==> config.mk <==
export PLATFORM = sky130hd
export DESIGN_NAME = divider_timer_with_delayed_reload_core
export DESIGN_NICKNAME = d
export VERILOG_FILES = /design/src/tmr_pkg.sv /design/src/divider_timer_with_delayed_reload_core.sv /design/src/tmr_engine.sv
export SDC_FILE = /design/constraint.sdc
export NUM_CORES = 1
export LEC_CHECK = 0
export ABC_AREA = 1
export BUFFER_PORTS_ARGS = -buffer_cell sky130_fd_sc_hd__buf_2
export CAP_MARGIN = 25
export CORE_MARGIN = 1.5
export CORE_UTILIZATION = 56
export CTS_CLUSTER_SIZE = 16
export DETAILED_ROUTE_END_ITERATION = 6
export MAX_ROUTING_LAYER = met4
export PLACE_DENSITY = 0.78
export SLEW_MARGIN = 20
export SYNTH_ARGS = -nofsm -noshare
export SYNTH_HDL_FRONTEND = slang
export SYNTH_SLANG_ARGS = --single-unit
==> constraint.sdc <==
create_clock -name clk -period 4.3 [get_ports clk]
set_clock_uncertainty 0.2 [all_clocks]
set_input_delay 0.645 -clock clk [delete_from_list [all_inputs] [get_ports clk]]
set_output_delay 0.645 -clock clk [all_outputs]
set_load 0.05 [all_outputs]
==> src/tmr_pkg.sv <==
// ----------------------------------------------------------------------------
// tmr_pkg
// Types, codes and per-clock update functions for the divider timer with
// delayed reload.
// ----------------------------------------------------------------------------
package tmr_pkg;

  localparam int DIV_W  = 16;
  localparam int BYTE_W = 8;
  localparam int TAC_W  = 3;
  localparam int CNT_W  = 3;

  localparam logic [1:0] OP_TICK  = 2'd0;
  localparam logic [1:0] OP_READ  = 2'd1;
  localparam logic [1:0] OP_WRITE = 2'd2;
  localparam logic [1:0] OP_SPEED = 2'd3;

  localparam logic [1:0] REG_DIV  = 2'd0;
  localparam logic [1:0] REG_TIMA = 2'd1;
  localparam logic [1:0] REG_TMA  = 2'd2;
  localparam logic [1:0] REG_TAC  = 2'd3;

  localparam logic [BYTE_W-1:0] TAC_READ_FILL = 8'hF8;

  typedef struct packed {
    logic [DIV_W-1:0]  div;
    logic [BYTE_W-1:0] tima;
    logic [BYTE_W-1:0] tma;
    logic [TAC_W-1:0]  tac;
    logic [CNT_W-1:0]  cnt;
    logic [BYTE_W-1:0] pend;
    logic              dbl;
  } tmr_state_t;

  typedef struct packed {
    logic [BYTE_W-1:0] read_data;
    logic              timer_irq;
    logic              apu_clock;
  } tmr_result_t;

  typedef struct packed {
    tmr_state_t st;
    logic       irq;
    logic       apu;
  } tmr_clk_t;

  typedef struct packed {
    logic [1:0]        opcode;
    logic [1:0]        reg_index;
    logic [BYTE_W-1:0] write_data;
    logic              speed_mode;
  } tmr_item_t;

  // selected timer signal, gated by the enable bit
  function automatic logic tsig(input logic [DIV_W-1:0] div, input logic [TAC_W-1:0] ctl);
    logic b;
    unique case (ctl[1:0])
      2'd0:    b = div[9];
      2'd1:    b = div[3];
      2'd2:    b = div[5];
      default: b = div[7];
    endcase
    return ctl[2] & b;
  endfunction

  // sequencer signal
  function automatic logic asig(input logic [DIV_W-1:0] div, input logic dbl);
    return dbl ? div[5] : div[4];
  endfunction

  function automatic tmr_state_t bump(input tmr_state_t s, input logic [CNT_W-1:0] dly);
    tmr_state_t r;
    r = s;
    if (s.tima != 8'hFF) begin
      r.tima = s.tima + 8'd1;
    end else begin
      r.tima = '0;
      r.cnt  = dly;
      r.pend = s.tma;
    end
    return r;
  endfunction

  function automatic tmr_clk_t one_clock(input tmr_state_t s, input logic [CNT_W-1:0] dly);
    tmr_clk_t         r;
    logic             landed;
    logic [DIV_W-1:0] nd;
    r      = '0;
    r.st   = s;
    landed = 1'b0;
    nd     = s.div + 16'd1;
    if (s.cnt != '0) begin
      r.st.cnt = s.cnt - 3'd1;
      if (r.st.cnt == '0) begin
        r.st.tima = s.pend;
        r.irq     = 1'b1;
        landed    = 1'b1;
      end
    end
    if (!landed && tsig(s.div, s.tac) && !tsig(nd, s.tac)) begin
      r.st = bump(r.st, dly);
    end
    if (asig(s.div, s.dbl) && !asig(nd, s.dbl)) begin
      r.apu = 1'b1;
    end
    r.st.div = nd;
    return r;
  endfunction

endpackage

==> src/divider_timer_with_delayed_reload_core.sv <==
// ----------------------------------------------------------------------------
// divider_timer_with_delayed_reload_core
// DIV/TIMA/TMA/TAC timer with delayed TIMA reload, stream in and out.
// ----------------------------------------------------------------------------
// channel | dir | fields (lsb first)
// in_     | in  | opcode[1:0] reg_index[3:2] write_data[11:4] speed_mode[12]
// out_    | out | read_data[7:0] timer_irq[8] apu_clock[9]
//
// one item per clock sustained while out_tready is high; each item passes
// the input register, then the state update and result register
// the timer state update is a single combinational pass per item
// synchronous active-low reset clears all timer state to zero
// a stalled output holds its result; the input register then fills and
// in_tready drops
// ----------------------------------------------------------------------------
module divider_timer_with_delayed_reload_core
  import tmr_pkg::*;
#(
  parameter int RELOAD_WAIT = 4
) (
  input  logic        clk,
  input  logic        rst_n,
  input  logic        in_tvalid,
  output logic        in_tready,
  input  logic [15:0] in_tdata,   // opcode, reg_index, write_data, speed_mode
  output logic        out_tvalid,
  input  logic        out_tready,
  output logic [15:0] out_tdata   // read_data, timer_irq, apu_clock
);

  logic        in_v_r;
  tmr_item_t   item_r;
  logic        out_v_r;
  tmr_result_t res_r;
  tmr_result_t res;
  logic        proc;
  logic        in_fire;

  assign proc      = in_v_r && (!out_v_r || out_tready);
  assign in_tready = !in_v_r || proc;
  assign in_fire   = in_tvalid && in_tready;

  always_ff @(posedge clk) begin
    if (!rst_n) begin
      in_v_r  <= 1'b0;
      out_v_r <= 1'b0;
    end else begin
      if (in_tready) begin
        in_v_r <= in_tvalid;
      end
      if (proc) begin
        out_v_r <= 1'b1;
      end else if (out_tready) begin
        out_v_r <= 1'b0;
      end
    end
  end

  always_ff @(posedge clk) begin
    if (in_fire) begin
      item_r.opcode     <= in_tdata[1:0];
      item_r.reg_index  <= in_tdata[3:2];
      item_r.write_data <= in_tdata[11:4];
      item_r.speed_mode <= in_tdata[12];
    end
    if (proc) begin
      res_r <= res;
    end
  end

  tmr_engine #(
    .DLY(CNT_W'(RELOAD_WAIT))
  ) u_engine (
    .clk  (clk),
    .rst_n(rst_n),
    .fire (proc),
    .item (item_r),
    .res  (res)
  );

  assign out_tvalid = out_v_r;
  assign out_tdata  = {6'd0, res_r.apu_clock, res_r.timer_irq, res_r.read_data};

`ifndef SYNTHESIS
  a_stall_holds_item: assert property (@(posedge clk) disable iff (!rst_n)
    !in_tready |-> in_v_r)
    else $error("input register empty while not ready");

  a_proc_loads_out: assert property (@(posedge clk) disable iff (!rst_n)
    proc |=> out_tvalid)
    else $error("processed item did not reach output");

  a_read_only_data: assert property (@(posedge clk) disable iff (!rst_n)
    proc && item_r.opcode != OP_READ |=> out_tdata[7:0] == 8'd0)
    else $error("read data on non-read item");

  a_irq_only_tick: assert property (@(posedge clk) disable iff (!rst_n)
    proc && item_r.opcode != OP_TICK |=> !out_tdata[8])
    else $error("timer irq on non-tick item");
`endif

endmodule

==> src/tmr_engine.sv <==
// ----------------------------------------------------------------------------
// tmr_engine
// Timer state registers and the single-pass update for one item.
// ----------------------------------------------------------------------------
module tmr_engine
  import tmr_pkg::*;
#(
  parameter logic [CNT_W-1:0] DLY = 3'd4
) (
  input  logic        clk,
  input  logic        rst_n,
  input  logic        fire,
  input  tmr_item_t   item,
  output tmr_result_t res
);

  tmr_state_t st_r;
  tmr_state_t st_nxt;
  tmr_clk_t   c1;
  tmr_clk_t   c2;
  logic [TAC_W-1:0] nv;

  always_comb begin
    st_nxt = st_r;
    res    = '0;
    c1     = one_clock(st_r, DLY);
    c2     = one_clock(c1.st, DLY);
    nv     = item.write_data[TAC_W-1:0];
    if (fire) begin
      unique case (item.opcode)
        OP_TICK: begin
          if (st_r.dbl) begin
            st_nxt        = c2.st;
            res.timer_irq = c1.irq | c2.irq;
            res.apu_clock = c1.apu | c2.apu;
          end else begin
            st_nxt        = c1.st;
            res.timer_irq = c1.irq;
            res.apu_clock = c1.apu;
          end
        end
        OP_READ: begin
          unique case (item.reg_index)
            REG_DIV:  res.read_data = st_r.div[DIV_W-1 -: BYTE_W];
            REG_TIMA: res.read_data = st_r.tima;
            REG_TMA:  res.read_data = st_r.tma;
            default:  res.read_data = TAC_READ_FILL | {5'd0, st_r.tac};
          endcase
        end
        OP_WRITE: begin
          unique case (item.reg_index)
            REG_DIV: begin
              if (tsig(st_r.div, st_r.tac) && !tsig('0, st_r.tac)) begin
                st_nxt = bump(st_r, DLY);
              end
              res.apu_clock = asig(st_r.div, st_r.dbl) && !asig('0, st_r.dbl);
              st_nxt.div = '0;
            end
            REG_TIMA: begin
              st_nxt.tima = item.write_data;
              st_nxt.cnt  = '0;
              st_nxt.pend = st_r.tma;
            end
            REG_TMA: begin
              st_nxt.tma = item.write_data;
            end
            default: begin
              if (tsig(st_r.div, st_r.tac) && !tsig(st_r.div, nv)) begin
                st_nxt = bump(st_r, DLY);
              end
              st_nxt.tac = nv;
            end
          endcase
        end
        default: begin
          if (item.speed_mode != st_r.dbl) begin
            res.apu_clock = asig(st_r.div, st_r.dbl) && !asig(st_r.div, item.speed_mode);
            st_nxt.dbl    = item.speed_mode;
          end
        end
      endcase
    end
  end

  always_ff @(posedge clk) begin
    if (!rst_n) begin
      st_r <= '0;
    end else begin
      st_r <= st_nxt;
    end
  end

endmodule
; Yosys cells after proc, flatten, opt, wreduce, memory -nomap -nowiden
; Cells that the tools add are included.
[classes]
n_mux = 61
n_eq_ne = 22
n_bitwise = 12
n_addsub = 7
n_reduce_logical = 43
[op_table]
columns = op, count
row1 = two-way mux 31 bit, 4
row2 = case mux 46 bit (2 select lines), 1
row3 = case mux 8 bit (3 select lines), 3
row4 = two-way mux 8 bit, 7
row5 = two-way mux 47 bit, 1
row6 = two-way mux 11 bit, 3
row7 = case mux 11 bit (3 select lines), 1
row8 = "adder 16 x 1 -> 16 bit, second input constant", 2
row9 = case mux 16 bit (2 select lines), 1
row10 = two-way mux 1 bit, 28
row11 = "adder 8 x 1 -> 8 bit, second input constant", 3
row12 = "!= test 8 bit, second input constant", 3
row13 = case mux 1 bit (3 select lines), 7
row14 = "!= test 2 bit, second input constant", 6
row15 = AND reduction 4 bit, 3
row16 = logical AND 1 bit, 11
row17 = logical NOT 1 bit, 11
row18 = "== test 2 x 1 -> 1 bit, second input constant", 5
row19 = "== test 2 bit, second input constant", 5
row20 = logical NOT 2 bit, 5
row21 = AND reduction 5 bit, 2
row22 = AND 1 bit, 8
row23 = logical NOT 3 bit, 2
row24 = two-way mux 3 bit, 2
row25 = 14 further kinds, 21
[totals]
in_bits = 20
reg_bits = 72
elab_cells = 161
out_inout_bits = 18

; Logic depth before layout (Yosys ltp)
; Gate-level depths: netlist of run 1.
[depth]
ltp_word = 18
ltp_mapped = 37
mapped_depth_nobuf = 34

; By module
; Synthesis of run 1 repeated with hierarchy kept, for this count alone.
[hier_totals]
cells_unflattened = 836
area_unflattened_um2 = 5441.5
[by_module_without_submodules]
columns = mod, seq_area_each_um2, area_per_inst_um2, cells_each, instances
row1 = tmr_engine, 940.9, 4606.9, 793, 1
row2 = divider_timer_with_delayed_reload_core, 730.7, 834.6, 43, 1

; Worst setup path after synthesis of run 1
; No wires, ideal clock.
[synth_path]
path_kind = register to register
start = register u_engine.st_r[9] (netlist bit)
end = register u_engine.st_r[5] (netlist bit)
path_stages_with_launch = 32
t_arrival_ps = 4356
slack_ps = -365
n_path_buf = 2
setup_time_ps = 109
period_less_slack_ps = 4665
t_required_ps = 3991
path_cell_list = dfxtp_1 > inv_1 > ha_1 > a21boi_4 > nand2_4 > buf_6 > o21ai_4 > ha_1 > nand3_1 > nor2_2 > nand3_2 > o211ai_1 > ha_1 > inv_1 > ha_1 > nand3_1 > inv_1 > buf_2 > nand3_1 > o21ai_2 > ha_1 > nand3_1 > nor2_2 > nand2_2 > nor2_8 > nand3_4 > nand2_8 > inv_4 > nand2_2 > nand3_1 > nand2_1 > inv_1
[synth_between]
elab_chain_cells = 18
word_cells_on_any_way = 31
cone_classes = 3 x add/sub / 2 x eq/ne / 16 x mux / 10 x reduce/logical
[synth_lines]
columns = element, line_no
row1 = "start, declared", tmr_engine.sv:17  ; tmr_state_t st_r;
row2 = "start signal, assigned", tmr_engine.sv:89  ; st_r <= st_nxt;
row3 = "parallel branches: the longest is 7 deep, another holds subtractor 3 x 1 -> 3 bit", -
row4 = two-way mux 31 bit (*), tmr_pkg.sv:100  ; if (!landed && tsig(s.div, s.tac) && !tsig(nd, s.tac)) begin
row5 = "parallel branches: the longest is 8 deep, another holds subtractor 3 x 1 -> 3 bit", -
row6 = two-way mux 47 bit (*), tmr_engine.sv:32  ; if (st_r.dbl) begin
row7 = case mux 46 bit (2 select lines) (*), tmr_engine.sv:30  ; unique case (item.opcode)
; Mark *: on every way between the ends.
; A chain may end at the register's enable or synchronous reset.

; Worst setup path after layout of run 1
; Ends and elaborated chain as after synthesis.

==> results_dict.tcl, run 1 <==
set metrics [dict create \
    ir_worst_vdd_mv 0.242 \
    cts_tree "built" \
    wirelength_mm 16.2 \
    crit_cells 31 \
    path_delay_family "simple AND/OR/NAND/NOR gates" \
    first_iter_violations 498 \
    detail-route-antenna-nets 0 \
    fmax_mhz 242 \
    worstSetupStartpointType "register" \
    syn_area_sq_mm 0.00539 \
    critPathKind "register to register" \
    cts_sinks 72 \
    power_frac_seq_pct 47.1 \
    antenna_found_initial 0 \
    diodes 0 \
    worst_slew_pin_slew_ns 0.642 \
    grt_pass1_vias 5178 \
    slowest_delay_ns 0.39 \
    ys_ff_latch 72 \
    setup_violations 0 \
    comb_power_share_pct 13.3 \
    port_buffers 28 \
    numCtsBuffers 9 \
    fin_crit_sh_pct 96.1 \
    die_w_um 101 \
    critPathRequiredTime_ns 4.37 \
    nets 890 \
    row_count 35 \
    vias 5613 \
    vias_per_cell 5.68 \
    worst-r2r-cell-count 31 \
    p_clk_share_pct 39.6 \
    ys.flop_type "dfxtp_1" \
    power_mw 1.57 \
    arrival_ns 4.20 \
    die_area_sq_mm 0.0102 \
    grt_max_degree 30 \
    drc_errors 0 \
    syn_inst 798 \
    drt_first_pass_iters 5 \
    wl_per_cell_um 16.4 \
    synth_edf_count 23 \
    hold_viol 0 \
    fin_crit_ns 4.13 \
    intPower_mw 1.12 \
    status "finished, final reports clean" \
    powerDensity_mw_per_mm2 247 \
    slew_violations 0 \
    ctsHoldBuffers 0 \
    slew_headroom_pct 56.9 \
    path_clk_slew_ns 0.09 \
    grt_use_total_pct 33.7 \
    crit_buf_inv 6 \
    dp_slack_ns -0.0737 \
    min_delay_path_depth 1 \
    drive_above_1_share_pct 20.6 \
    switchingPower_mw 0.457 \
    die_y_um 101 \
    slowest_stage "dfxtp_4" \
    end_kind "register" \
    ios 38 \
    synth_warnings 0 \
    timing.max_cap.violations 0 \
    cts_buffer_depth 2 \
    grt_overflow 0 \
    synth_cell_types 51 \
    htreeDepth 3 \
    synth.avg_cell_area_sq_um 6.76 \
    rsz0062_at_grt "yes" \
    gp_congestion 0.996 \
    hold_class "input port to register" \
    clk_latency_ns 0.36 \
    start_util_pct 58.1 \
    ys_seq_area_share_pct 31.0 \
    leakagePower_nw 2.55 \
    netSwitchingFraction_pct 29.1 \
    core_sq_mm 0.00928 \
    cts-root-buf "clkbuf_8" \
    hpwl_mm 12.2 \
    ys_async_sr_fraction_pct 0 \
    crit_top_cell "nand3_4" \
    setup_ws_ns 0.169 \
    syn_to_final_growth_pct 18.3 \
    critical_path.max_fanout 8 \
    grt_pass1_wl_mm 25.7 \
]
-- power groups by stage --
stage	registers (mW)	logic, mW	clock network (mW)
floorplan	0.768	0.125	0
global placement	0.754	0.189	0
detailed placement	0.755	0.193	0
CTS	0.739	0.196	0.625
global route	0.743	0.226	0.652
finish	0.741	0.209	0.623
-- stage by stage --
stage	hold WS [ns]	util, %	cells	setup TNS, ns	cell area [sq um]
after global placement	0.253	63.4	959	0	5880
after CTS	0.254	66.3	979	0	6150
after floorplan	0.245	-	803	0	5550
final	0.258	68.7	988	0	6380
after detailed placement	0.259	63.4	959	-0.245	5880
after global routing	0.247	68.7	988	-0.146	6380
-- layer usage --
layer / vias up / share of wire [%] / GRT usage [%]
met2: 231 / 46 / 52.7
met5: - / 0 / -
met1: 2598 / 45 / 45.2
met3: 27 / 6.9 / 4.21
met4: 0 / 2.0 / 11.8
li1: 2757 / - / -
-- sequential cells by signal, indices dropped and copies added (netlist names) --
register and count:
out_tvalid 1, out_tdata 10, u_engine.st_r 47, item_r 13, in_v_r 1
-- worst paths after layout --
kind,startpoint,end,slack (ns)
setup reg to reg,u_engine.st_r[9]$_SDFFE_PN0P_,u_engine.st_r[5]$_SDFFE_PN0P_,0.17
setup / recovery,u_engine.st_r[9]$_SDFFE_PN0P_,u_engine.st_r[5]$_SDFFE_PN0P_,0.17
hold / removal,in_tdata[10],item_r[7]$_DFFE_PP_,0.26
hold reg to reg,u_engine.st_r[8]$_SDFFE_PN0P_,u_engine.st_r[8]$_SDFFE_PN0P_,0.27
-- cell type report --
class                      count  area (sq um)
multi-input combinational    611          3490
clock buffer                   9           124
inverter                      96           373
timing repair buffer          64           449
tap                          129           161
clock inverter                 7           103
sequential                    72          1680
fill                         845          2900
-- what timing repair did --
item	in CTS	in global routing
endpoints found under the hold margin	0	0
setup buffers	3	8
endpoints found under the setup margin	12	19
pin swaps	7	17
cloned	1	0
gates resized for setup	4	35
-- cells in the mapped netlist, drive strengths merged, types with 5 or more instances --
cell	number	area (sq um)
a21oi	81	428
a221oi	5	43.8
a31oi	7	43.8
buf	14	96.3
clkbuf	11	41.3
dfxtp	49	981
edfxtp	23	691
ha	16	200
inv	94	355
nand2	230	965
nand3	67	370
nand4	8	50.1
nor2	63	303
nor3	11	55.1
o21ai	70	380
xnor2	7	61.3
xor2	14	123
-- placed cells by master, fill, tap and decap left out, types with 14 or more instances in the layout --
| master | synthesis | layout |
|---|---|---|
| nand2_1 | 205 | 196 |
| inv_1 | 88 | 81 |
| a21oi_1 | 79 | 78 |
| nand3_1 | 63 | 57 |
| o21ai_0 | 55 | 54 |
| nor2_1 | 52 | 50 |
| dfxtp_1 | 49 | 47 |
| buf_4 | 6 | 30 |
| buf_2 | 5 | 28 |
| nand2_2 | 19 | 26 |
| edfxtp_1 | 23 | 23 |
| xor2_1 | 14 | 14 |
-- cells by family after synthesis --
kind of cell	after synthesis	synth area share, %
AO/OA/AOI/OAI	179	19.1
XOR/XNOR	21	3.41
adder cells (fa/ha/maj)	16	3.71
buffers and inverters	121	9.28
flip-flops	72	31.0
other	1	0.0695
AND/OR/NAND/NOR	388	33.5
(Power assumes the default switching activity.)
==> run 2, diff against run 1 <==
Settings changed: CORE_UTILIZATION 56 to 35, PLACE_DENSITY 0.78 to not set.
==> results_dict.tcl, run 2 (same netlist as run 1, synthesis figures left out) <==
set metrics [dict create \
    critPathRequiredTime_ns 4.35 \
    slowest_delay_ns 0.38 \
    power_frac_seq_pct 43.8 \
    hold_class "register to register" \
    finalSetupTns_ns 0 \
    slowest_stage "dfxtp_4" \
    comb_power_share_pct 11.9 \
    hpwl_mm 12.3 \
    r2r_slack_ns 0.23 \
    cts_sinks 72 \
    arrival_ns 4.12 \
    drt_first_pass_iters 5 \
    clk_latency_ns 0.34 \
    die_area_sq_mm 0.0162 \
    vias_per_cell 5.13 \
    rr_startpoint "u_engine.st_r[9]$_SDFFE_PN0P_" \
    cts_tree "built" \
    cts_buffer_depth 2 \
    nets 895 \
    ir_worst_vdd_mv 0.277 \
    detail-route-antenna-nets 0 \
    grt_use_total_pct 20.7 \
    largest_reg_flops 47 \
    numPlacedInstances 1029 \
    die_y_um 127 \
    fmax_mhz 246 \
    slew_headroom_pct 55.4 \
    min_delay_path_depth 2 \
    port_buffers 28 \
    row_count 45 \
    p_clk_share_pct 44.3 \
    intPower_mw 1.23 \
    powerDensity_mw_per_mm2 261 \
    wirelength_mm 16.0 \
    end_kind "register" \
    regMostFlops "u_engine.st_r" \
    path_clk_slew_ns 0.06 \
    leakagePower_nw 2.58 \
    grt_pass1_vias 4895 \
    min_to "u_engine.st_r[8]$_SDFFE_PN0P_" \
    fin_crit_sh_pct 94.7 \
    setup_violations 0 \
    diodes 0 \
    grt_overflow 0 \
    antenna_found_initial 0 \
    first_iter_violations 360 \
    core_sq_mm 0.0151 \
    worstSetupStartpointType "register" \
    final_cells 1052 \
    critical_path.max_fanout 14 \
    syn_to_final_growth_pct 20.4 \
    htreeDepth 3 \
    crit_top_cell "nand3_4" \
    rr_endpoint "u_engine.st_r[5]$_SDFFE_PN0P_" \
    drive_above_1_share_pct 20.0 \
    final_common_cell "nand2_1" \
    gp_congestion 0.945 \
    grt_max_degree 30 \
    holdCritStartpoint "u_engine.st_r[8]$_SDFFE_PN0P_" \
    fin_crit_ns 4.07 \
    critPathKind "register to register" \
    worst_slew_pin_slew_ns 0.664 \
    timing.max_cap.violations 0 \
    status "finished, final reports clean" \
    start_util_pct 35.6 \
    grt_pass1_wl_mm 25.5 \
    drc_errors 0 \
    final_cell_mix "200 x nand2_1, 82 x inv_1, 78 x a21oi_1, 58 x nand3_1, 55 x o21ai_0" \
    wl_per_cell_um 15.2 \
    die_w_um 127 \
    ios 38 \
    vias 5392 \
    cts-root-buf "clkbuf_16" \
    switchingPower_mw 0.464 \
    worst-r2r-cell-count 29 \
    slew_violations 0 \
    numCtsBuffers 9 \
    hold_viol 0 \
    netSwitchingFraction_pct 27.3 \
]
run 2: cell types whose count changed in the layout (fill, tap and decap cells not counted), moves of 4 or more:
cell / before / now
nand2_2: 26 / 22
buf_4: 30 / 40
buf_6: 5 / 0
clkbuf_16: 0 / 9
clkbuf_8: 9 / 0
nand2_1: 196 / 200
run 2: repair_timing:
item,CTS,global route
gates cloned,0,1
endpoints found under the setup margin,1,18
pin swaps,0,10
resized for setup,1,21
buffers inserted,0,5
hold buffers,0,0
run 2: worst max-delay path by stage:
stage / start / to / slack, ns / cells after the start
CTS: u_engine.st_r[9]$_SDFFE_PN0P_ / u_engine.st_r[5]$_SDFFE_PN0P_ / 0.05 / 32
detailed placement: u_engine.st_r[9]$_SDFFE_PN0P_ / u_engine.st_r[5]$_SDFFE_PN0P_ / 0.008 / 32
global placement: u_engine.st_r[9]$_SDFFE_PN0P_ / u_engine.st_r[5]$_SDFFE_PN0P_ / 0.05 / 32
global route: u_engine.st_r[9]$_SDFFE_PN0P_ / u_engine.st_r[28]$_SDFFE_PN0P_ / -0.02 / 29
floorplan: u_engine.st_r[9]$_SDFFE_PN0P_ / u_engine.st_r[5]$_SDFFE_PN0P_ / 0.009 / 31
finish: u_engine.st_r[9]$_SDFFE_PN0P_ / u_engine.st_r[5]$_SDFFE_PN0P_ / 0.23 / 29
run 2: stage by stage:
step | power [mW] | hold WS, ns | utilization (%) | worst slack [ns] | area, sq um
after floorplan | 0.893 | 0.245 | - | 0.00939 | 5550
after global placement | 0.950 | 0.255 | 39.9 | 0.0457 | 6040
after detailed placement | 0.951 | 0.261 | 39.9 | 0.00776 | 6040
after CTS | 1.70 | 0.270 | 41.9 | 0.0453 | 6340
after global routing | 1.76 | 0.265 | 42.9 | -0.0218 | 6490
final | 1.70 | 0.267 | 42.9 | 0.230 | 6490
run 2: area by class of cell:
| cell class | instances | area, sq um |
|---|---|---|
| clock inverter | 6 | 67.6 |
| fill | 1586 | 8650 |
| timing repair buffer | 69 | 455 |
| inverter | 96 | 373 |
| clock buffer | 10 | 229 |
| multi-input combinational | 611 | 3450 |
| sequential | 72 | 1680 |
| tap | 188 | 235 |
run 2: power groups by stage:
stage	logic, mW	clock network, mW	registers (mW)
final	0.202	0.752	0.743
after global routing	0.222	0.798	0.745
after floorplan	0.125	0	0.768
after CTS	0.195	0.767	0.742
after detailed placement	0.194	0	0.756
after global placement	0.194	0	0.756
run 2: worst max-delay path, delay by kind of cell (launching register included):
kind,cells,cell delay [ns]
AND/OR/NAND/NOR,15,1.48
AO/OA/AOI/OAI,4,0.62
adder cells (fa/ha/maj),5,1.00
buffers and inverters,5,0.29
flip-flops,1,0.38
run 2: routing by layer:
metal / GRT usage [%] / wire (um) / part of all wire, % / vias up
li1: - / - / - / 2772
met1: 27.8 / 7670 / 48 / 2435
met2: 32.4 / 7190 / 45 / 159
met3: 2.85 / 754 / 4.7 / 26
met4: 6.68 / 405 / 2.5 / 0
met5: - / 0 / 0 / -
